`src/rtl/iee_pkg.sv`:
```
`default_nettype none

package iee_pkg;

	localparam int VALUE_WIDTH_DEF = 32;
	localparam int OUT_WIDTH       = 32;

	localparam logic [7:0] CH_TAB   = 8'h09;
	localparam logic [7:0] CH_CR    = 8'h0D;
	localparam logic [7:0] CH_SPACE = 8'h20;
	localparam logic [7:0] CH_STAR  = 8'h2A;
	localparam logic [7:0] CH_PLUS  = 8'h2B;
	localparam logic [7:0] CH_SLASH = 8'h2F;
	localparam logic [7:0] CH_ZERO  = 8'h30;
	localparam logic [7:0] CH_NINE  = 8'h39;

	typedef enum logic [1:0] {
		OP_NONE = 2'd0,
		OP_MUL  = 2'd1,
		OP_DIV  = 2'd2
	} op_t;

	typedef struct packed {
		logic start;
		op_t  op;
	} md_req_t;

	typedef struct packed {
		logic busy;
		logic done;
		logic div_zero;
	} md_stat_t;

endpackage

`default_nettype wire

```
`src/rtl/infix_expression_evaluator_unit.sv`:
```
// channel  direction  handshake              payload
// char     in         char_valid/char_stall  char_code[7:0], last_char
// res      out        res_valid/res_stall    value[31:0] signed, status
//
// Digits and whitespace are accepted one per cycle unless last_char is set.
// A character that closes a pending * or / stalls the input while the shared shift-add /
// restoring-divide unit resolves one bit a cycle (a zero divisor skips the iterations).
// The last item passes through a finishing state, through the arithmetic unit again if a
// product is still pending, and then the result register is loaded.
// Reset clears all expression state; no clearing pass is needed.
// A waiting result stalls the input only when the next result is ready to load.
`default_nettype none

module infix_expression_evaluator_unit #(
	parameter int VALUE_WIDTH = iee_pkg::VALUE_WIDTH_DEF
) (
	input  wire logic                                clk,
	input  wire logic                                arst_n,
	input  wire logic                                char_valid,
	output logic                                     char_stall,
	input  wire logic [7:0]                          char_code,
	input  wire logic                                last_char,
	output logic                                     res_valid,
	input  wire logic                                res_stall,
	output logic signed [iee_pkg::OUT_WIDTH-1:0]     value,
	output logic                                     status
);
	import iee_pkg::*;

	localparam int W = VALUE_WIDTH;

	typedef enum logic [4:0] {
		ST_IDLE   = 5'b00001,
		ST_APPLY  = 5'b00010,
		ST_FIN    = 5'b00100,
		ST_FAPPLY = 5'b01000,
		ST_EMIT   = 5'b10000
	} state_t;

	state_t        state_q;
	logic [W-1:0]  cur_q;
	logic [W-1:0]  prod_q;
	op_t           op_q;
	logic [W-1:0]  sum_q;
	logic          neg_q;
	logic          dz_q;
	logic          last_q;
	logic [7:0]    char_q;
	logic          res_valid_q;

	md_req_t       md_req;
	md_stat_t      md_st;
	logic [W-1:0]  md_result;

	logic          char_acc;
	logic          is_ws;
	logic          is_digit;
	logic [W-1:0]  cur_next;
	logic [7:0]    close_char;
	logic [W-1:0]  term_val;
	logic [W-1:0]  term_sum;
	logic          emit_go;

	assign char_stall = (state_q != ST_IDLE);
	assign char_acc   = char_valid && !char_stall;

	assign is_ws    = ((char_code >= CH_TAB) && (char_code <= CH_CR)) || (char_code == CH_SPACE);
	assign is_digit = (char_code >= CH_ZERO) && (char_code <= CH_NINE);
	assign cur_next = {cur_q[W-4:0], 3'b000} + {cur_q[W-2:0], 1'b0}
		+ W'(char_code - CH_ZERO);

	assign close_char = (state_q == ST_IDLE) ? char_code : char_q;
	assign term_val   = (state_q == ST_APPLY || state_q == ST_FAPPLY) ? md_result : cur_q;
	assign term_sum   = neg_q ? (sum_q - term_val) : (sum_q + term_val);

	assign emit_go = (state_q == ST_EMIT) && (!res_valid_q || !res_stall);

	always_comb begin
		md_req.op    = op_q;
		md_req.start = 1'b0;
		if (op_q != OP_NONE) begin
			if (state_q == ST_FIN) begin
				md_req.start = 1'b1;
			end else if (char_acc && !is_ws && !is_digit) begin
				md_req.start = 1'b1;
			end
		end
	end

	iee_muldiv #(
		.W(W)
	) u_muldiv (
		.clk    (clk),
		.arst_n (arst_n),
		.req    (md_req),
		.a      (prod_q),
		.b      (cur_q),
		.stat   (md_st),
		.result (md_result)
	);

	always_ff @(posedge clk or negedge arst_n) begin
		if (!arst_n) begin
			state_q <= ST_IDLE;
			cur_q   <= '0;
			prod_q  <= '0;
			op_q    <= OP_NONE;
			sum_q   <= '0;
			neg_q   <= 1'b0;
			dz_q    <= 1'b0;
			last_q  <= 1'b0;
			char_q  <= '0;
		end else begin
			unique case (state_q)
				ST_IDLE: begin
					if (char_acc) begin
						last_q <= last_char;
						char_q <= char_code;
						if (is_ws) begin
							state_q <= last_char ? ST_FIN : ST_IDLE;
						end else if (is_digit) begin
							cur_q   <= cur_next;
							state_q <= last_char ? ST_FIN : ST_IDLE;
						end else if (op_q == OP_NONE) begin
							cur_q <= '0;
							if (close_char == CH_STAR || close_char == CH_SLASH) begin
								op_q   <= (close_char == CH_STAR) ? OP_MUL : OP_DIV;
								prod_q <= term_val;
							end else begin
								sum_q <= term_sum;
								neg_q <= (close_char != CH_PLUS);
							end
							state_q <= last_char ? ST_FIN : ST_IDLE;
						end else begin
							state_q <= ST_APPLY;
						end
					end
				end
				ST_APPLY: begin
					if (md_st.done) begin
						dz_q  <= dz_q | md_st.div_zero;
						cur_q <= '0;
						if (close_char == CH_STAR || close_char == CH_SLASH) begin
							op_q   <= (close_char == CH_STAR) ? OP_MUL : OP_DIV;
							prod_q <= term_val;
						end else begin
							op_q  <= OP_NONE;
							sum_q <= term_sum;
							neg_q <= (close_char != CH_PLUS);
						end
						state_q <= last_q ? ST_FIN : ST_IDLE;
					end
				end
				ST_FIN: begin
					if (op_q == OP_NONE) begin
						sum_q   <= term_sum;
						state_q <= ST_EMIT;
					end else begin
						state_q <= ST_FAPPLY;
					end
				end
				ST_FAPPLY: begin
					if (md_st.done) begin
						dz_q    <= dz_q | md_st.div_zero;
						sum_q   <= term_sum;
						state_q <= ST_EMIT;
					end
				end
				ST_EMIT: begin
					if (emit_go) begin
						// result handed off, start the next expression clean
						cur_q   <= '0;
						prod_q  <= '0;
						op_q    <= OP_NONE;
						sum_q   <= '0;
						neg_q   <= 1'b0;
						dz_q    <= 1'b0;
						state_q <= ST_IDLE;
					end
				end
				default: begin
					state_q <= ST_IDLE;
				end
			endcase
		end
	end

	always_ff @(posedge clk or negedge arst_n) begin
		if (!arst_n) begin
			res_valid_q <= 1'b0;
		end else if (emit_go) begin
			res_valid_q <= 1'b1;
		end else if (!res_stall) begin
			res_valid_q <= 1'b0;
		end
	end

	always_ff @(posedge clk) begin
		if (emit_go) begin
			value  <= OUT_WIDTH'(signed'(sum_q));
			status <= dz_q;
		end
	end

	assign res_valid = res_valid_q;

`ifndef SYNTHESIS
	a_md_done_in_apply: assert property (@(posedge clk) disable iff (!arst_n)
		md_st.done |-> (state_q == ST_APPLY || state_q == ST_FAPPLY))
		else $error("arithmetic unit finished outside an apply state");

	a_md_start_idle: assert property (@(posedge clk) disable iff (!arst_n)
		md_req.start |-> !md_st.busy)
		else $error("arithmetic unit started while busy");

	a_res_from_emit: assert property (@(posedge clk) disable iff (!arst_n)
		$rose(res_valid_q) |-> $past(state_q == ST_EMIT))
		else $error("result raised without a finished expression");

	a_clear_after_emit: assert property (@(posedge clk) disable iff (!arst_n)
		emit_go |=> (op_q == OP_NONE && sum_q == '0 && !dz_q && cur_q == '0))
		else $error("expression state not cleared after result");
`endif

endmodule

`default_nettype wire

```
`src/rtl/iee_muldiv.sv`:
```
`default_nettype none

module iee_muldiv #(
	parameter int W = iee_pkg::VALUE_WIDTH_DEF
) (
	input  wire logic             clk,
	input  wire logic             arst_n,
	input  wire iee_pkg::md_req_t req,
	input  wire logic [W-1:0]     a,
	input  wire logic [W-1:0]     b,
	output iee_pkg::md_stat_t     stat,
	output logic      [W-1:0]     result
);
	import iee_pkg::*;

	localparam int CW = $clog2(W);

	typedef enum logic [2:0] {
		MD_IDLE = 3'b001,
		MD_RUN  = 3'b010,
		MD_DONE = 3'b100
	} md_state_t;

	md_state_t     st_q;
	logic          is_div_q;
	logic          neg_q;
	logic          dz_q;
	logic [CW-1:0] cnt_q;
	logic [W-1:0]  x_q;
	logic [W-1:0]  y_q;
	logic [W:0]    r_q;

	logic          a_neg;
	logic          b_neg;
	logic [W-1:0]  a_mag;
	logic [W-1:0]  b_mag;
	logic [W:0]    rem_sh;
	logic [W:0]    diff;
	logic [W-1:0]  acc_next;

	assign a_neg = a[W-1];
	assign b_neg = b[W-1];
	assign a_mag = a_neg ? (~a + W'(1)) : a;
	assign b_mag = b_neg ? (~b + W'(1)) : b;

	assign rem_sh   = {r_q[W-1:0], x_q[W-1]};
	assign diff     = rem_sh - {1'b0, y_q};
	assign acc_next = r_q[W-1:0] + (y_q[0] ? x_q : '0);

	always_ff @(posedge clk or negedge arst_n) begin
		if (!arst_n) begin
			st_q     <= MD_IDLE;
			is_div_q <= 1'b0;
			neg_q    <= 1'b0;
			dz_q     <= 1'b0;
			cnt_q    <= '0;
			x_q      <= '0;
			y_q      <= '0;
			r_q      <= '0;
		end else begin
			unique case (st_q)
				MD_IDLE: begin
					if (req.start) begin
						r_q   <= '0;
						cnt_q <= CW'(W - 1);
						dz_q  <= 1'b0;
						if (req.op == OP_DIV) begin
							is_div_q <= 1'b1;
							if (b == '0) begin
								// quotient of zero, flag it and skip the iterations
								x_q   <= '0;
								neg_q <= 1'b0;
								dz_q  <= 1'b1;
								st_q  <= MD_DONE;
							end else begin
								x_q   <= a_mag;
								y_q   <= b_mag;
								neg_q <= a_neg ^ b_neg;
								st_q  <= MD_RUN;
							end
						end else begin
							is_div_q <= 1'b0;
							neg_q    <= 1'b0;
							x_q      <= a;
							y_q      <= b;
							st_q     <= MD_RUN;
						end
					end
				end
				MD_RUN: begin
					if (is_div_q) begin
						// one quotient bit per cycle, shifted in behind the dividend
						if (!diff[W]) begin
							r_q <= diff;
						end else begin
							r_q <= rem_sh;
						end
						x_q <= {x_q[W-2:0], ~diff[W]};
					end else begin
						r_q <= {1'b0, acc_next};
						x_q <= {x_q[W-2:0], 1'b0};
						y_q <= {1'b0, y_q[W-1:1]};
					end
					cnt_q <= cnt_q - CW'(1);
					if (cnt_q == '0) begin
						st_q <= MD_DONE;
					end
				end
				MD_DONE: begin
					st_q <= MD_IDLE;
				end
				default: begin
					st_q <= MD_IDLE;
				end
			endcase
		end
	end

	assign result        = is_div_q ? (neg_q ? (~x_q + W'(1)) : x_q) : r_q[W-1:0];
	assign stat.busy     = (st_q != MD_IDLE);
	assign stat.done     = (st_q == MD_DONE);
	assign stat.div_zero = dz_q;

endmodule

`default_nettype wire

```
`config.mk`:
```
export PLATFORM = sky130hd
export DESIGN_NAME = infix_expression_evaluator_unit
export DESIGN_NICKNAME = d
export VERILOG_FILES = /design/src/rtl/iee_pkg.sv /design/src/rtl/infix_expression_evaluator_unit.sv /design/src/rtl/iee_muldiv.sv
export SDC_FILE = /design/constraint.sdc
export NUM_CORES = 1
export LEC_CHECK = 0
export BUFFER_PORTS_ARGS = -buffer_cell sky130_fd_sc_hd__buf_2
export CORE_MARGIN = 2
export CORE_UTILIZATION = 46
export DETAILED_ROUTE_END_ITERATION = 6
export PLACE_DENSITY_LB_ADDON = 0.3
export SLEW_MARGIN = 30
export SYNTH_ARGS = -nofsm -noshare
export SYNTH_HDL_FRONTEND = slang
export SYNTH_SLANG_ARGS = --single-unit
```
`constraint.sdc`:
```
create_clock -name clk -period 5.9 [get_ports clk]
set_clock_uncertainty 0.15 [all_clocks]
set_input_delay 0.295 -clock clk [delete_from_list [all_inputs] [get_ports clk]]
set_output_delay 0.295 -clock clk [all_outputs]
set_load 0.02 [all_outputs]
```
# Word-level counts from Yosys, hierarchy flattened
# Index checks and enable logic that the tools add are counted.
dict set report word_totals {
  regBits 255
  output_inout_bits 35
  word_cells 199
}
dict set report op_classes {
  add_sub_neg 11
  magnitude_cmp 4
  n_eq_ne 30
  muxes 93
  bitwise 6
  reduce_logical 35
}
# op count
set op_table {}
lappend op_table {{2-to-1 mux 32 bit} 37}
lappend op_table {{one-hot mux 32 bit (2 select lines)} 3}
lappend op_table {{one-hot mux 32 bit (3 select lines)} 2}
lappend op_table {{one-hot mux 32 bit (5 select lines)} 1}
lappend op_table {{adder 32 bit} 4}
lappend op_table {{adder 32 x 1 -> 32 bit, second input constant} 3}
lappend op_table {{inverter 32 bit} 3}
lappend op_table {{subtractor 33 x 32 -> 33 bit} 1}
lappend op_table {{logical NOT 32 bit} 1}
lappend op_table {{subtractor 32 bit} 1}
lappend op_table {{2-to-1 mux 5 bit} 6}
lappend op_table {{2-to-1 mux 3 bit} 9}
lappend op_table {{one-hot mux 5 bit (5 select lines)} 1}
lappend op_table {{== test 8 x 6 -> 1 bit, second input constant} 3}
lappend op_table {{2-to-1 mux 1 bit} 19}
lappend op_table {{2-to-1 mux 2 bit} 9}
lappend op_table {{inequality test 2 bit, second input constant} 8}
lappend op_table {{inequality test 2 x 1 -> 1 bit, second input constant} 6}
lappend op_table {{one-hot mux 5 bit (2 select lines)} 1}
lappend op_table {{AND reduction 9 bit} 1}
lappend op_table {{subtractor 8 x 6 -> 9 bit, second input constant} 1}
lappend op_table {{>= comparator 8 x 4 -> 1 bit, second input constant} 1}
lappend op_table {{>= comparator 8 x 6 -> 1 bit, second input constant} 1}
lappend op_table {{less-or-equal comparator 8 x 4 -> 1 bit, second input constant} 1}
lappend op_table {{38 further kinds} 56}

# Depth between registers and ports, before layout
dict set report logic_depth {
  depth_word 13
  depth_mapped 26
  depth_no_buf 23
}

# Cells and area by module
# From an unflattened synthesis, not the netlist that was laid out.
dict set report unflattened {
  cells_unflattened 2600
  area_unflattened_um2 21545.7
}
# module n_inst cells_per_inst area_each_um2
set by_module_without_submodules {}
lappend by_module_without_submodules {infix_expression_evaluator_unit 1 1169 10777.8}
lappend by_module_without_submodules {iee_muldiv 1 1431 10767.8}

# Worst setup path before layout
# Ideal clock, no wire load.
dict set report synth_timing {
  kind {reg-to-reg}
  startpoint {register u_muldiv.x_q[6]}
  endpoint {register sum_q[31]}
  setup_time_ns 0.080
  arrival_ns 5.796
  setup_slack_ns -0.126
  path_stages_with_launch 23
  n_path_buf 2
  cell_sequence {dfrtp_1 -> buf_6 -> or4_4 -> buf_6 -> o31ai_1 -> mux2i_1 -> a211o_2 -> or4_4 -> or3_2 -> nor4_1 -> a21oi_1 -> xnor2_1 -> ha_1 -> a21o_1 -> a211o_1 -> a31oi_1 -> nand2_1 -> a221oi_1 -> o21ai_0 -> o221a_2 -> or4_4 -> and2_4 -> o211ai_2}
}
dict set report synth_between {
  elab_chain_cells 13
}
# element line
set synth_lines {}
lappend synth_lines {{from (decl)} iee_muldiv.sv:29} ;# logic [W-1:0] x_q;
lappend synth_lines {{from (signal assigned)} iee_muldiv.sv:76} ;# x_q <= a_mag;
lappend synth_lines {{from (signal assigned)} iee_muldiv.sv:98} ;# x_q <= {x_q[W-2:0], ~diff[W]};
lappend synth_lines {{from (signal assigned)} iee_muldiv.sv:101} ;# x_q <= {x_q[W-2:0], 1'b0};
lappend synth_lines {{inverter 32 bit} iee_muldiv.sv:119} ;# assign result = is_div_q ? (neg_q ? (~x_q + W'(1)) : x_q) : r_q[W-1:0];
lappend synth_lines {{adder 32 x 1 -> 32 bit} iee_muldiv.sv:119}
lappend synth_lines {{2-to-1 mux 32 bit (*) (2 in series)} iee_muldiv.sv:119}
lappend synth_lines {{2-to-1 mux 32 bit (*)} infix_expression_evaluator_unit.sv:73} ;# assign term_val = (state_q == ST_APPLY || state_q == ST_FAPPLY) ? md_result : cur_q;
lappend synth_lines {{adder 32 bit / subtractor 32 bit (equally long branches)} infix_expression_evaluator_unit.sv:74} ;# assign term_sum = neg_q ? (sum_q - term_val) : (sum_q + term_val);
lappend synth_lines {{2-to-1 mux 32 bit (*)} infix_expression_evaluator_unit.sv:74}
lappend synth_lines {{2-to-1 mux 32 bit} {infix_expression_evaluator_unit.sv:126, infix_expression_evaluator_unit.sv:143}}
lappend synth_lines {{2-to-1 mux 32 bit} infix_expression_evaluator_unit.sv:124} ;# end else if (op_q == OP_NONE) begin
lappend synth_lines {{2-to-1 mux 32 bit} infix_expression_evaluator_unit.sv:121} ;# end else if (is_digit) begin
lappend synth_lines {{2-to-1 mux 32 bit} infix_expression_evaluator_unit.sv:119} ;# if (is_ws) begin
lappend synth_lines {{2-to-1 mux 32 bit} infix_expression_evaluator_unit.sv:116} ;# if (char_acc) begin
lappend synth_lines {{one-hot mux 32 bit (5 select lines) (*)} infix_expression_evaluator_unit.sv:114} ;# unique case (state_q)
lappend synth_lines {{to (signal assigned)} infix_expression_evaluator_unit.sv:130} ;# sum_q <= term_sum;
lappend synth_lines {{to (signal assigned)} infix_expression_evaluator_unit.sv:148} ;# sum_q <= term_sum;
lappend synth_lines {{to (signal assigned)} infix_expression_evaluator_unit.sv:156} ;# sum_q <= term_sum;
lappend synth_lines {{to (decl)} infix_expression_evaluator_unit.sv:44} ;# logic [W-1:0] sum_q;
# Mark *: on every way between the ends. The rest lies on a longest branch, timed or not. The select of a mux whose other input is x is not followed.
# A chain may end at the register's enable or synchronous reset.

# Worst setup path after layout
dict set report layout_timing {
  startpoint {register u_muldiv.x_q[4]}
  endpoint {register sum_q[31]}
}
# The elaborated chain is that of the path after synthesis.

==> metrics.md <==
| Metric | Value |
|---|---|
| Hpwl dp | approximately 43000 µm |
| # port buffers | 47 |
| Largest net degree at the start of global routing | ~180 |
| Hold Fails Final Rpt | 0 |
| All-Layer GR Usage | 0.244 |
| WL final | 57900 µm |
| Mapped Nets | ~2600 |
| Synthesized flop and latch total | between 200 and 300 |
| Io pins | 48 |
| Busiest grt layer | met2 |
| Worst-path cell chain | or4_4, o41ai_4, xor2_1, o211ai_1, or4_4, buf_4, nor4b_4, nor3b_4, a21oi_2, xnor2_1, ha_1, a211o_1, a31oi_1, nand2_2, a221oi_4, o21ai_1, o221a_2, or4_4, and2_4, o211ai_2 |
| Layout cells sized above 1 | 0.109 |
| Slew margin rel. | 0.436 |
| Root buffer cell | clkbuf_16 |
| Number of H-tree levels | 1 |
| Most common cell after layout, fill and taps aside | dfrtp_1 |
| Worst Hold Class | input pin to asynchronous set/reset pin |
| P&R area growth vs syn | 12.5% |
| Total grt overflow | 0 |
| Critical-path top delay cell | or4_4 |
| Max FO, Critical Path | 6 |
| Clock Sinks | between 200 and 300 |
| Mux cell area share after synthesis | 0.0216 |
| Main combinational cell family by area after synthesis | compound AO/OA/AOI/OAI gates |
| Simple-Gate Fraction of Synth Area | 0.170 |
| Die area | about 47000 µm² |
| Buf/Inv on CP | 1 |
| WL per Instance | 18.7 µm |
| Met2 Use GR | 0.405 |
| Antenna violation net count after detailed routing | 0 |
| Synth Area in Adders | 0.111 |
| Met1 Resource Use GR | 0.344 |
| Core Rows | between 70 and 80 |
| Via count of the first global-routing pass | 18000 |
| Compound-Gate Fraction of Synth Area | 0.249 |
| Iter 0 DRT Violations | 1430 |
| Critical Path Most Common Cell | or4_4 |
| CTS tree | built |
| Die height | roughly 220 µm |
| Total number of vias | 18400 |
| Clock transition at path regs | about 0.06 ns |
| Setup crit start kind | flop |
| Commonest cells after routing, fill and taps aside | 215 x dfrtp_1, 212 x nand2_1, 180 x o21ai_0, 169 x a21oi_1, 164 x nor2_1 |
| Initial antenna violation count | 0 |
| Nets@finish | between 2000 and 3000 |
| EDFF count, synth | 33 |
| Post-synth cell types | 96 |
| Global placement routability congestion | around 0.95 |
| RSZ-0062 raised after global routing | true |
| Residual DRC count | 0 |
| Ys async rst share | 0.871 |
| Synth Instances | between 2000 and 2500 |
| Crit path time final | between 5 and 6 ns |
| Synthesized area per cell | 8.68 µm² |
| First-pass GRT wire length | approximately 94000 µm |
| GR Layer Usage met3 | 0.0184 |
| DR vias/cell | roughly 6 |
| WHS | 0.0455 ns |
| Crit path kind | flop to flop |
| TritonRoute pass-1 iters | 5 |
| Synth warn | 0 |
| Outcome | finished clean |
| Critical path arrival | ~6 ns |
| Diode count | 0 |
| Num CTS Buffers | 31 |
| Core ar. | around 45000 µm² |
| Clock latency on the worst-skew pair | between 0.5 and 0.6 ns |
| Seq/Total Area, Yosys | 0.313 |
| Final Setup Violations | 0 |
| FMAX | between 0.15 and 0.2 GHz |
| Die extent in x | 217 µm |
| Placed Instances | roughly 3000 |
| Period utilisation layout | 0.978 |
| Clock Tree Buf Depth | 3 |
| Slew Viols, Final | 0 |
| Largest delay share family, worst path | simple AND/OR/NAND/NOR gates |
| Post-Syn Area | between 20000 and 25000 µm² |
| # Max-Cap Violations | 0 |
| Post-Synth XOR/XNOR Area | 0.0911 |
| Main synth FF type | dfrtp_1 |
| WP data required | 6.25 ns |
| Crit end category | flop |
| Non-Filler Instances | 3097 |
| Slowest stage delay, CP | just over 0.6 ns |
| Least-Margin Pin Slew | ~0.84 ns |
| Starting Density | 0.464 |
| Fillers | about 4200 |
## cells in the mapped netlist, drive strengths merged (12+ instances only)
cell | count | share of area
a21o | 56 | 0.020
mux2i | 35 | 0.017
dfrtp | 220 | 0.26
a22o | 57 | 0.024
buf | 25 | 0.0069
nand2b | 26 | 0.0078
nor4 | 14 | 0.0042
a211oi | 15 | 0.0054
o21ai | 184 | 0.044
nor2b | 32 | 0.0096
nor3b | 18 | 0.0070
or3 | 25 | 0.0075
nand4 | 16 | 0.0051
o22ai | 12 | 0.0036
edfxtp | 33 | 0.047
a21oi | 175 | 0.042
nor3 | 54 | 0.013
nand2 | 215 | 0.039
a22oi | 26 | 0.0093
ha | 135 | 0.081
o221ai | 13 | 0.0054
inv | 106 | 0.019
o41ai | 19 | 0.0092
clkbuf | 99 | 0.018
o211ai | 39 | 0.014
xor2 | 75 | 0.031
nor2 | 164 | 0.029
and3 | 13 | 0.0039
nand3 | 45 | 0.011
o21a | 22 | 0.0079
o31ai | 43 | 0.016
xnor2 | 143 | 0.060
a221o | 19 | 0.0092
a31oi | 28 | 0.0084
and2 | 44 | 0.013
fa | 32 | 0.031
## registers in the layout, indices dropped and copies added, names as in the netlist
| name | flops |
|---|---|
| char_q | 8 |
| u_muldiv.dz_q | 1 |
| u_muldiv.x_q | 32 |
| u_muldiv.neg_q | 1 |
| state_q | 5 |
| sum_q | 32 |
| u_muldiv.cnt_q | 5 |
| op_q | 2 |
| neg_q | 1 |
| prod_q | 32 |
| last_q | 1 |
| u_muldiv.y_q | 32 |
| value | 32 |
| u_muldiv.is_div_q | 1 |
| dz_q | 1 |
| status | 1 |
| res_valid | 1 |
| u_muldiv.r_q | 32 |
| cur_q | 32 |
| u_muldiv.st_q | 3 |
## path summary, 6_finish.rpt
check,start,to,slack (ns),cells after the start
min in group clk,char_q[5],char_q[5],0.33,2
worst max register to register,u_muldiv.x_q[4],sum_q[31],0.13,20
worst min-delay path,arst_n,char_q[7],0.05,2
worst max-delay path,u_muldiv.x_q[4],sum_q[31],0.13,20
max in group asynchronous,arst_n,prod_q[9],4.17,4
worst min register to register,char_q[5],char_q[5],0.33,2
## logic make-up after synthesis
kind of cell | after synthesis
muxes | 44
adders and majority gates | 167
and+or+nand+nor | 716
buffers and inverters | 231
xor gates and xnor gates | 218
AOI/OAI and AO/OA | 783
DFF | 255
## final cells by class
cell class | instances | area, µm² | share of cell area
Tap cell | 600 | 751 | 0.0319
Timing Repair Buffer | 149 | 1090 | 0.0464
Multi-Input combinational cell | 1928 | 13700 | 0.581
Sequential cell | 255 | 6560 | 0.278
Inverter | 107 | 402 | 0.0170
Clock buffer | 38 | 812 | 0.0345
Clock inverter | 20 | 267 | 0.0113
## per-stage QoR
step	setup slack [ns]	TNS, ns	instance area, µm²	util
detailed placement	-0.0345	-0.0345	22100	0.490
global route	-0.100	-0.165	23600	0.521
CTS	0.00297	0	23400	0.517
finish	0.130	0	23600	0.521
floorplan	0.0565	0	21000	-
global placement	0.0893	0	22100	0.489
## timing repair
action	4_1_cts	5_1_grt
hold endpoints to repair	66	0
hold buffers	12	0
endpoints found under the setup margin	1	3
pin swaps	0	10
resized for setup	3	30
setup buffers	0	4
## layer usage
metal  vias to the layer above  wire, µm
met5                         -         0
met4                         0      1350
met3                        97      2810
met2                       496     26800
met1                      8886     26900
li1                       8962         -
Power is left out: the tool's default activity adds up to more than one toggle a clock period on the data nets, which glitch-free logic cannot reach.
